--- src/mavf_pkg.sv ---
`timescale 1ns / 1ps
package mavf_pkg;
	localparam int MED_DEPTH = 16;
	localparam int AVG_DEPTH = 16;
	localparam int MED_IW = (MED_DEPTH > 1) ? $clog2(MED_DEPTH) : 1;
	localparam int AVG_IW = (AVG_DEPTH > 1) ? $clog2(AVG_DEPTH) : 1;
	localparam int MED_NW = $clog2(MED_DEPTH + 1);
	localparam int AVG_NW = $clog2(AVG_DEPTH + 1);
	localparam int SIZE_W = 5;
	localparam int DATA_W = 16;
	localparam int SUM_W = DATA_W + AVG_NW;
	localparam int DIV_CW = $clog2(SUM_W + 1);
	localparam int IDX_W = 4;
	localparam logic [IDX_W-1:0] REG_MEDIAN_SIZE = IDX_W'(0);
	localparam logic [IDX_W-1:0] REG_AVERAGE_SIZE = IDX_W'(1);

	typedef struct packed {
		logic              valid;
		logic [DATA_W-1:0] sample;
	} mavf_item_t;

	typedef struct packed {
		logic               median_we;
		logic               average_we;
		logic [SIZE_W-1:0]  data;
	} mavf_cfg_t;
endpackage

--- src/mavf_front.sv ---
`timescale 1ns / 1ps
module mavf_front (
	input  logic                            clk,
	input  logic                            arst_n,
	input  logic                            sample_valid,
	output logic                            sample_stall,
	input  logic [mavf_pkg::DATA_W-1:0]     sample,
	output mavf_pkg::mavf_item_t            head,
	input  logic                            pop
);
	import mavf_pkg::*;

	logic [DATA_W-1:0] data_q [2];
	logic              rd_q, wr_q;
	logic [1:0]        cnt_q;
	logic              push;

	assign sample_stall = (cnt_q == 2'd2);
	assign push = sample_valid && !sample_stall;
	assign head.valid = (cnt_q != 2'd0);
	assign head.sample = data_q[rd_q];

	always_ff @(posedge clk) begin
		if (push) begin
			data_q[wr_q] <= sample;
		end
	end

	always_ff @(posedge clk or negedge arst_n) begin
		if (!arst_n) begin
			rd_q <= 1'b0;
			wr_q <= 1'b0;
			cnt_q <= 2'd0;
		end else begin
			if (push) wr_q <= ~wr_q;
			if (pop) rd_q <= ~rd_q;
			cnt_q <= cnt_q + 2'(push) - 2'(pop);
		end
	end
endmodule

--- src/mavf_back.sv ---
`timescale 1ns / 1ps
module mavf_back (
	input  logic                         clk,
	input  logic                         arst_n,
	input  mavf_pkg::mavf_cfg_t          cfg,
	input  mavf_pkg::mavf_item_t         head,
	output logic                         pop,
	output logic                         filtered_valid,
	input  logic                         filtered_stall,
	output logic [mavf_pkg::DATA_W-1:0]  filtered
);
	import mavf_pkg::*;

	typedef enum logic [4:0] {
		ST_IDLE = 5'b00001,
		ST_MED  = 5'b00010,
		ST_AVG  = 5'b00100,
		ST_DIV  = 5'b01000,
		ST_DONE = 5'b10000
	} state_t;

	function automatic logic [SIZE_W-1:0] clamp(input logic [SIZE_W-1:0] v, input int depth);
		logic [SIZE_W-1:0] r;
		r = v;
		if (v == '0) r = SIZE_W'(1);
		else if (32'(v) > depth) r = SIZE_W'(depth);
		return r;
	endfunction

	state_t              state_q;
	logic [SIZE_W-1:0]   med_size_q, avg_size_q;
	logic [DATA_W-1:0]   mwin_q [MED_DEPTH];
	logic [DATA_W-1:0]   awin_q [AVG_DEPTH];
	logic [MED_IW-1:0]   mpos_q, scan_q;
	logic [MED_NW-1:0]   mfill_q;
	logic [AVG_IW-1:0]   apos_q;
	logic [AVG_NW-1:0]   afill_q;
	logic [SUM_W-1:0]    sum_q;
	logic [DATA_W-1:0]   med_q;
	logic [SUM_W-1:0]    quo_q;
	logic [AVG_NW-1:0]   rem_q, div_q;
	logic [DIV_CW-1:0]   bit_q;
	logic                out_v_q;
	logic [DATA_W-1:0]   out_q;

	logic [MED_NW-1:0]   mn, mk, lt_cnt, le_cnt, mpos_inc;
	logic [AVG_NW-1:0]   an, apos_inc;
	logic [DATA_W-1:0]   cand;
	logic [SUM_W-1:0]    sum_new;
	logic [AVG_NW:0]     trial;
	logic                clear;

	assign clear = cfg.median_we || cfg.average_we;
	assign mn = MED_NW'(clamp(med_size_q, MED_DEPTH));
	assign an = AVG_NW'(clamp(avg_size_q, AVG_DEPTH));
	assign mk = mn >> 1;
	assign mpos_inc = MED_NW'(mpos_q) + MED_NW'(1);
	assign apos_inc = AVG_NW'(apos_q) + AVG_NW'(1);
	assign cand = mwin_q[scan_q];
	assign sum_new = sum_q - SUM_W'(awin_q[apos_q]) + SUM_W'(med_q);
	assign trial = {rem_q, quo_q[SUM_W-1]};
	assign pop = (state_q == ST_IDLE) && head.valid;
	assign filtered_valid = out_v_q;
	assign filtered = out_q;

	always_comb begin
		lt_cnt = '0;
		le_cnt = '0;
		for (int j = 0; j < MED_DEPTH; j++) begin
			if (MED_NW'(j) < mn) begin
				lt_cnt = lt_cnt + MED_NW'(mwin_q[j] < cand);
				le_cnt = le_cnt + MED_NW'(mwin_q[j] <= cand);
			end
		end
	end

	always_ff @(posedge clk or negedge arst_n) begin
		if (!arst_n) begin
			state_q <= ST_IDLE;
			med_size_q <= SIZE_W'(5);
			avg_size_q <= SIZE_W'(8);
			mpos_q <= '0;
			mfill_q <= '0;
			apos_q <= '0;
			afill_q <= '0;
			sum_q <= '0;
			out_v_q <= 1'b0;
			scan_q <= '0;
			bit_q <= '0;
			for (int j = 0; j < MED_DEPTH; j++) mwin_q[j] <= '0;
			for (int j = 0; j < AVG_DEPTH; j++) awin_q[j] <= '0;
		end else begin
			if (out_v_q && !filtered_stall) out_v_q <= 1'b0;
			if (cfg.median_we) med_size_q <= cfg.data;
			if (cfg.average_we) avg_size_q <= cfg.data;
			if (clear) begin
				mpos_q <= '0;
				mfill_q <= '0;
				apos_q <= '0;
				afill_q <= '0;
				sum_q <= '0;
				for (int j = 0; j < MED_DEPTH; j++) mwin_q[j] <= '0;
				for (int j = 0; j < AVG_DEPTH; j++) awin_q[j] <= '0;
			end else begin
				unique case (state_q)
					ST_IDLE: begin
						if (head.valid) begin
							mwin_q[mpos_q] <= head.sample;
							mpos_q <= (mpos_inc >= mn) ? '0 : mpos_inc[MED_IW-1:0];
							scan_q <= '0;
							if (mfill_q < mn) begin
								mfill_q <= mfill_q + MED_NW'(1);
								med_q <= head.sample;
								state_q <= ST_AVG;
							end else begin
								state_q <= ST_MED;
							end
						end
					end
					ST_MED: begin
						if (lt_cnt <= mk && mk < le_cnt) begin
							med_q <= cand;
							state_q <= ST_AVG;
						end else begin
							scan_q <= scan_q + MED_IW'(1);
						end
					end
					ST_AVG: begin
						sum_q <= sum_new;
						awin_q[apos_q] <= med_q;
						apos_q <= (apos_inc >= an) ? '0 : apos_inc[AVG_IW-1:0];
						if (afill_q < an) begin
							afill_q <= afill_q + AVG_NW'(1);
							div_q <= afill_q + AVG_NW'(1);
						end else begin
							div_q <= an;
						end
						quo_q <= sum_new;
						rem_q <= '0;
						bit_q <= '0;
						state_q <= ST_DIV;
					end
					ST_DIV: begin
						if (trial >= {1'b0, div_q}) begin
							rem_q <= AVG_NW'(trial - {1'b0, div_q});
							quo_q <= {quo_q[SUM_W-2:0], 1'b1};
						end else begin
							rem_q <= trial[AVG_NW-1:0];
							quo_q <= {quo_q[SUM_W-2:0], 1'b0};
						end
						bit_q <= bit_q + DIV_CW'(1);
						if (bit_q == DIV_CW'(SUM_W - 1)) state_q <= ST_DONE;
					end
					ST_DONE: begin
						if (!out_v_q) begin
							out_q <= quo_q[DATA_W-1:0];
							out_v_q <= 1'b1;
							state_q <= ST_IDLE;
						end
					end
					default: state_q <= ST_IDLE;
				endcase
			end
		end
	end
endmodule

--- src/median_then_moving_average_filter_core.sv ---
`timescale 1ns / 1ps
// Path from sample transfer to filtered valid: input queue, IDLE (pop), MED (rank scan
// over the median window, skipped while it fills), AVG, DIV, DONE; a held output stalls DONE.
// A new sample is popped only once the last has left DONE, after the rank scan and the
// 21-step restoring divider. A two-entry input queue absorbs bursts.
// Reset (arst_n low, asynchronous): sizes go to 5 and 8, all windows, sums and
// fill counts clear. A size register write clears both stages the same way.
module median_then_moving_average_filter_core (
	input  logic                              clk,
	input  logic                              arst_n,
	input  logic                              cfg_en,
	input  logic [mavf_pkg::IDX_W-1:0]        cfg_index,
	input  logic [mavf_pkg::SIZE_W-1:0]       cfg_data,
	input  logic                              sample_valid,
	output logic                              sample_stall,
	input  logic [mavf_pkg::DATA_W-1:0]       sample,
	output logic                              filtered_valid,
	input  logic                              filtered_stall,
	output logic [mavf_pkg::DATA_W-1:0]       filtered
);
	import mavf_pkg::*;

	mavf_item_t head;
	mavf_cfg_t  cfg;
	logic       pop;

	assign cfg.median_we = cfg_en && (cfg_index == REG_MEDIAN_SIZE);
	assign cfg.average_we = cfg_en && (cfg_index == REG_AVERAGE_SIZE);
	assign cfg.data = cfg_data;

	mavf_front u_front (
		.clk(clk), .arst_n(arst_n),
		.sample_valid(sample_valid), .sample_stall(sample_stall), .sample(sample),
		.head(head), .pop(pop)
	);

	mavf_back u_back (
		.clk(clk), .arst_n(arst_n), .cfg(cfg), .head(head), .pop(pop),
		.filtered_valid(filtered_valid), .filtered_stall(filtered_stall),
		.filtered(filtered)
	);
endmodule

--- config.mk ---
export PLATFORM = sky130hd
export DESIGN_NAME = median_then_moving_average_filter_core
export DESIGN_NICKNAME = d
export VERILOG_FILES = /design/src/mavf_pkg.sv /design/src/mavf_front.sv /design/src/mavf_back.sv /design/src/median_then_moving_average_filter_core.sv
export SDC_FILE = /design/constraint.sdc
export NUM_CORES = 2
export LEC_CHECK = 0
export ABC_AREA = 1
export BUFFER_PORTS_ARGS = -buffer_cell sky130_fd_sc_hd__buf_2
export CELL_PAD_IN_SITES_DETAIL_PLACEMENT = 0
export CELL_PAD_IN_SITES_GLOBAL_PLACEMENT = 2
export CORE_UTILIZATION = 40
export DETAILED_ROUTE_END_ITERATION = 6
export GPL_TIMING_DRIVEN = 1
export PLACE_DENSITY_LB_ADDON = 0.3
export SYNTH_ARGS = -nofsm -noshare
export SYNTH_HDL_FRONTEND = slang
export SYNTH_SLANG_ARGS = --single-unit
--- constraint.sdc ---
create_clock -name clk -period 18.3 [get_ports clk]
set_input_delay 1.83 -clock clk [delete_from_list [all_inputs] [get_ports clk]]
set_output_delay 1.83 -clock clk [all_outputs]
set_load 0.05 [all_outputs]
After elaboration in Yosys (flattened, before gate mapping)
Memory sizes are Yosys's and may differ from the RTL's.
Index checks and enable logic that the tools add are counted.
Storage, ports and cells
  bits in registers: 643
  memory bits (writable): 32
  input bits: 30
  memories: 1
Operators by class
  $add $sub $neg: 41
  $lt $le $gt $ge: 62
  equality and inequality tests: 14
  multiplexer cells: 94
  bitwise operators: 7
  reductions and logical operators: 32
Memory list
  u_front.data_q: depth 2, width 16, rd ports 1, clocked after memory_dff 0, write ports 1, RTL line mavf_front.sv:13  | logic [DATA_W-1:0] data_q [2];
Operators by type and width (number)
  two-way mux 256 bit: 5
  bitwise mux 256 bit: 2
  less-or-equal comparator 16 bit: 16
  less-than comparator 16 bit: 16
  two-way mux 5 bit: 47
  two-way mux 16 bit: 9
  adder 5 x 1 -> 5 bit: 28
  binary-select mux 16 bit (select 4 bit): 2
  demux 16 bit (select 4 bit): 2
  two-way mux 21 bit: 2
  case mux 21 bit (2 select lines): 1
  less-than comparator 4 x 5 -> 1 bit, first input constant: 8
  two-way mux 4 bit: 9
  case mux 16 bit (2 select lines): 1
  case mux 5 bit (5 select lines): 1
  adder 21 x 16 -> 21 bit: 1
  subtractor 21 x 16 -> 21 bit: 1
  less-than comparator 3 x 5 -> 1 bit, first input constant: 4
  case mux 5 bit (2 select lines): 2
  nonzero test 2 bit: 8
  adder 5 x 1 -> 5 bit, second input constant: 3
  >= comparator 5 bit, second input constant: 3
  inverter 4 -> 5 bit: 3
  adder 4 x 1 -> 5 bit, second input constant: 2
  other kinds (37): 74

Depth between registers and ports, before layout
  depth after elaboration: 40
  gate-level depth with buffers: 86

By module
From an unflattened synthesis, not the netlist that was laid out.
Second synthesis, totals
  cells, all modules: 4943
  area, all modules: 41070.6 sq um
By module, submodules not included
  mavf_back: times used 1, cells an instance 4823, area each 39549.2 sq um, sequential area each 16310.6 sq um
  mavf_front: times used 1, cells an instance 112, area each 1491.4 sq um, sequential area each 1061.0 sq um
  median_then_moving_average_filter_core: times used 1, cells an instance 8, area each 30.0 sq um, sequential area each 0.0 sq um

Worst setup path after synthesis
No wires, ideal clock.
  kind: reg-to-reg
  start: register u_back.scan_q[0]
  end: register u_back.med_q[0] (enable)
  library setup time: 0.409 ns
  data arrival time: 13.188 ns
  slack: 4.703 ns
  stages on the path, launching flop included: 81
  path buffers: 4
  clock period less this slack: 13.597 ns
  path through: dfrtp_1 > clkbuf_1 > clkbuf_1 > clkbuf_1 > buf_2 > nor2_1 > o2111ai_1 > nand2_1 > ha_1 > nor2_1 > nor2_1 > o21a_1 > o221ai_1 > nand2_1 > o2111ai_1 > nand2_1 > ha_1 > or2_2 > (+45 left out) > ha_1 > nand2_1 > nand2_1 > ha_1 > nand2_1 > nor2_2 > inv_1 > nand2_1 > ha_1 > nand2_1 > a21oi_1 > nand2_1 > nand2_1 > nand2_1 > nand2_1 > nand3_4 > a21oi_1 > nor3_1
Between the ends
  cells in the longest elaborated chain, start to end: 40
  elaborated cells between the ends (all ways): 103
  classes of those cells: add/sub: 30; order compare: 34; eq/ne: 1; mux: 35; bitwise: 1; reduce/logical: 2
RTL lines
  start, declared: RTL line mavf_back.sv:34  | logic [MED_IW-1:0] mpos_q, scan_q;
  start signal, assigned: RTL line mavf_back.sv:125  | scan_q <= scan_q + MED_IW'(1);
  inverter 4 -> 5 bit (implied by the code) *: RTL line mavf_back.sv:59  | assign cand = mwin_q[scan_q];
  binary-select mux 16 bit (select 4 bit) *: RTL line mavf_back.sv:59
  two-way mux 16 bit (implied by the code) * (2 in a row): RTL line mavf_back.sv:59
  less-than comparator 16 bit / less-or-equal comparator 16 bit (equally long branches): RTL line mavf_back.sv:71, mavf_back.sv:72
  two-way mux 1 bit: RTL line mavf_back.sv:70  | if (MED_NW'(j) < mn) begin
  adder 1 x 1 -> 2 bit, on equally long branches: RTL line mavf_back.sv:71, mavf_back.sv:72
  two-way mux 5 bit: RTL line mavf_back.sv:70
  adder 5 x 1 -> 5 bit, on equally long branches: RTL line mavf_back.sv:71, mavf_back.sv:72
  (+23 left out)
  adder 5 x 1 -> 5 bit, on equally long branches: RTL line mavf_back.sv:71, mavf_back.sv:72
  two-way mux 5 bit: RTL line mavf_back.sv:70
  adder 5 x 1 -> 5 bit, on equally long branches: RTL line mavf_back.sv:71, mavf_back.sv:72
  two-way mux 5 bit: RTL line mavf_back.sv:70
  less-or-equal comparator 5 x 4 -> 1 bit / less-than comparator 4 x 5 -> 1 bit (equally long branches): RTL line mavf_back.sv:121  | if (lt_cnt <= mk && mk < le_cnt) begin
  logical AND 1 bit *: RTL line mavf_back.sv:121
  != test 2 x 1 -> 1 bit (no source line) *
  AND reduction 6 bit (no source line) *
  end signal, assigned: RTL line mavf_back.sv:113  | med_q <= head.sample;
  end signal, assigned: RTL line mavf_back.sv:122  | med_q <= cand;
  end, declared: RTL line mavf_back.sv:39  | logic [DATA_W-1:0] med_q;
Mark *: on every way between the ends. The rest lies on a longest branch, timed or not. The select of a mux whose other input is x is not followed.
A chain may end at the register's enable or synchronous reset.

Worst setup path in the final report
  start: register u_back.scan_q[0]
  end: register u_back.med_q[3] (enable)
Same word-level chain as after synthesis.

==> flow_metrics.tcl <==
set metrics [dict create \
    status "finished clean" \
    overflow 0 \
    dieArea_mm2 0.104 \
    cts.repair.resized 0 \
    holdBufCountCts 0 \
    ctsLongestPathBuffers 3 \
    finalSetupViolCount 0 \
    max_freq_ghz 0.0652 \
    layout-drive-gt1-share 0.0801 \
    critPathArrivalTime_ns 15.61 \
    clock-sinks 675 \
    crit_type "reg -> reg" \
    cts_root_buf "clkbuf_16" \
    drtPass1Iterations 6 \
    route.detailed.drc 0 \
    cpMaxStageDelayCell "nor3_2" \
    die_h_um 322 \
    tns_ns 0 \
    start_kind "flip-flop" \
    hpwl_um 97000 \
    critPathMaxStageDelay_ns 0.85 \
    synth_area_mm2 0.0410 \
    synth_seq_area_share 0.424 \
    cp_max_fo 85 \
    cts_max_level 3 \
    tritoncts "built" \
    die_w_um 322 \
    synth.net_count 5319 \
    report.final.slew_viol_count 0 \
    ios 48 \
    worstMarginPinSlew_ns 1.14 \
    grt_pass1_vias 33400 \
    area_delta_synth_final_pct 10.4 \
    grt_pass1_wl_um 211000 \
    max_slew_margin 0.235 \
    avgSynthCellArea_um2 8.37 \
    grt_setup_unrepaired "no" \
    vias_per_cell 5.53 \
    hold_path.class "reg -> reg" \
    ys_types 59 \
    netlist_instances 4893 \
    coreArea_mm2 0.102 \
    critPathCaptureType "flip-flop" \
    antenna_left 0 \
    num-nets-final 5274 \
    drt-total-wl_um 139000 \
    gp_congestion 0.888 \
    synthFlopType "dfrtp_1" \
    max_cap_viol_count 0 \
    fin_ws_ns 2.95 \
    synth_seq_cells 675 \
    skew_ns 0.0287 \
    path_clk_slew_ns 0.06 \
    cts_buffers 78 \
    period_minus_slack_ns 15.35 \
    layout_worst_path_cycle_share 0.839 \
    dp_slack_ns 3.03 \
    cts_setup_buffers 0 \
    num_vias 34700 \
    rows 117 \
    portBuffers 47 \
    crit_family "simple AND/OR/NAND/NOR gates" \
    finalHoldViolations 0 \
    antenna_found_initial 5 \
    wl_per_cell_um 22.1 \
    start_util 0.403 \
    yosysWarnings 0 \
    synthArstFlopShare 0.859 \
    worstPathRequired_ns 18.57 \
    grt_max_degree 149 \
    clock_latency_ns 0.67 \
    cp_common_cell "nand2_1" \
    path_buf_inv 13 \
    synth_edf_count 95 \
    grtUsageTotal 0.269 \
    drt_iter0_drc 2742 \
]
==> cells by family (layout without fill, tap and decap cells) <==
logic type / Yosys count / in the layout / share of synthesized area
AND/OR/NAND/NOR: 1427 / 1427 / 0.161
AO/OA/AOI/OAI: 1430 / 1430 / 0.194
multiplexers: 17 / 17 / 0.00464
flip-flops: 675 / 675 / 0.424
adder cells (fa/ha/maj): 396 / 396 / 0.124
other: 0 / 3 / 0
XOR/XNOR: 34 / 34 / 0.00727
buffers and inverters: 914 / 929 / 0.0841
==> placed cells by master, fill, tap and decap left out, types with 46 or more instances in the layout <==
cell type	n
buf_4	78
nand4_1	76
nand2_2	47
o22ai_1	233
nand2_1	627
o21ai_0	549
ha_1	379
a21oi_1	457
nand3_1	412
inv_1	641
dfrtp_1	573
a22oi_1	85
edfxtp_1	95
nor2_1	138
buf_2	46
clkbuf_16	79
==> metrics by stage <==
| stage | utilization | cell area (um2) | hold WS [ns] | std cells |
|---|---|---|---|---|
| global placement | 0.419 | 42600 | 0.439 | 6136 |
| global route | 0.445 | 45200 | 0.462 | 6276 |
| detailed placement | 0.419 | 42600 | 0.437 | 6136 |
| finish | 0.445 | 45200 | 0.453 | 6279 |
| CTS | 0.445 | 45200 | 0.454 | 6276 |
| floorplan | - | 41000 | 0.427 | 4893 |
==> area by class of cell <==
cell class / count / area, um2
Inverter: 663 / 2500
Antenna cell: 3 / 7.51
Sequential cell: 675 / 17400
Tap cell: 1368 / 1710
Timing Repair Buffer: 126 / 851
Multi-Input combinational cell: 3304 / 20200
Clock inverter: 36 / 445
Fill cell: 10300 / 56400
Clock buffer: 104 / 2150
==> layer usage <==
metal  vias to the layer above  routed length (um)  track usage
met3                       238                6270       0.0340
met4                         2                5510        0.104
met5                         -                  13            0
met1                     16700               61500        0.358
met2                       837               65400        0.443
li1                      16900                   -            -
==> synth_stat cells, drive strengths merged, types with 2 or more instances <==
master,n,area share
clkbuf,222,0.020
or4,16,0.0029
o21ai,554,0.068
o221ai,22,0.0047
xnor2,8,0.0017
a21boi,2,0.00037
a31oi,11,0.0017
edfxtp,95,0.070
mux2,16,0.0044
nand2,680,0.066
ha,379,0.12
nand4,76,0.012
o2111ai,18,0.0038
inv,659,0.060
xor2,26,0.0056
clkinv,4,0.00037
nand3,428,0.054
nor4,4,0.00061
fa,17,0.0083
a21oi,458,0.056
o21bai,2,0.00037
a211oi,10,0.0018
buf,29,0.0030
nor2,148,0.014
nor3,37,0.0045
o211ai,2,0.00037
nand3b,12,0.0027
a21o,6,0.0011
o21a,21,0.0038
or2,20,0.0031
a41o,2,0.00049
and3,2,0.00031
dfstp,4,0.0026
o22ai,233,0.036
and2,2,0.00031
dfrtp,576,0.35
a22oi,85,0.016
==> worst paths after layout <==
| kind | from | to | slack [ns] | cells after the start |
|---|---|---|---|---|
| worst min register to register | u_back.quo_q[9]$_DFFE_PP_ | u_back.filtered[9]$_DFFE_PP_ | 0.45 | 0 |
| worst max-delay path | u_back.scan_q[0]$_DFFE_PN0P_ | u_back.med_q[3]$_DFFE_PP_ | 2.95 | 78 |
| worst min-delay path | u_back.quo_q[9]$_DFFE_PP_ | u_back.filtered[9]$_DFFE_PP_ | 0.45 | 0 |
| worst max register to register | u_back.scan_q[0]$_DFFE_PN0P_ | u_back.med_q[3]$_DFFE_PP_ | 2.95 | 78 |
| max in group asynchronous | arst_n | u_back.mwin_q[204]$_DFFE_PN0P_ | 13.74 | 5 |
| min in group asynchronous | arst_n | u_back.awin_q[217]$_DFFE_PN0P_ | 1.14 | 1 |
==> registers in the layout, indices dropped and copies added, names as in the netlist, 4 cells and up <==
register,count
u_back.afill_q,5
u_back.apos_q,4
u_back.avg_size_q,5
u_back.awin_q,256
u_back.bit_q,5
u_back.div_q,5
u_back.filtered,16
u_back.med_q,16
u_back.med_size_q,5
u_back.mfill_q,5
u_back.mpos_q,4
u_back.mwin_q,256
u_back.quo_q,21
u_back.rem_q,5
u_back.scan_q,4
u_back.state_q,5
u_back.sum_q,21
u_front.data_q,32
Power is left out: the tool's default activity adds up to more than one toggle a clock period on the data nets, which glitch-free logic cannot reach.
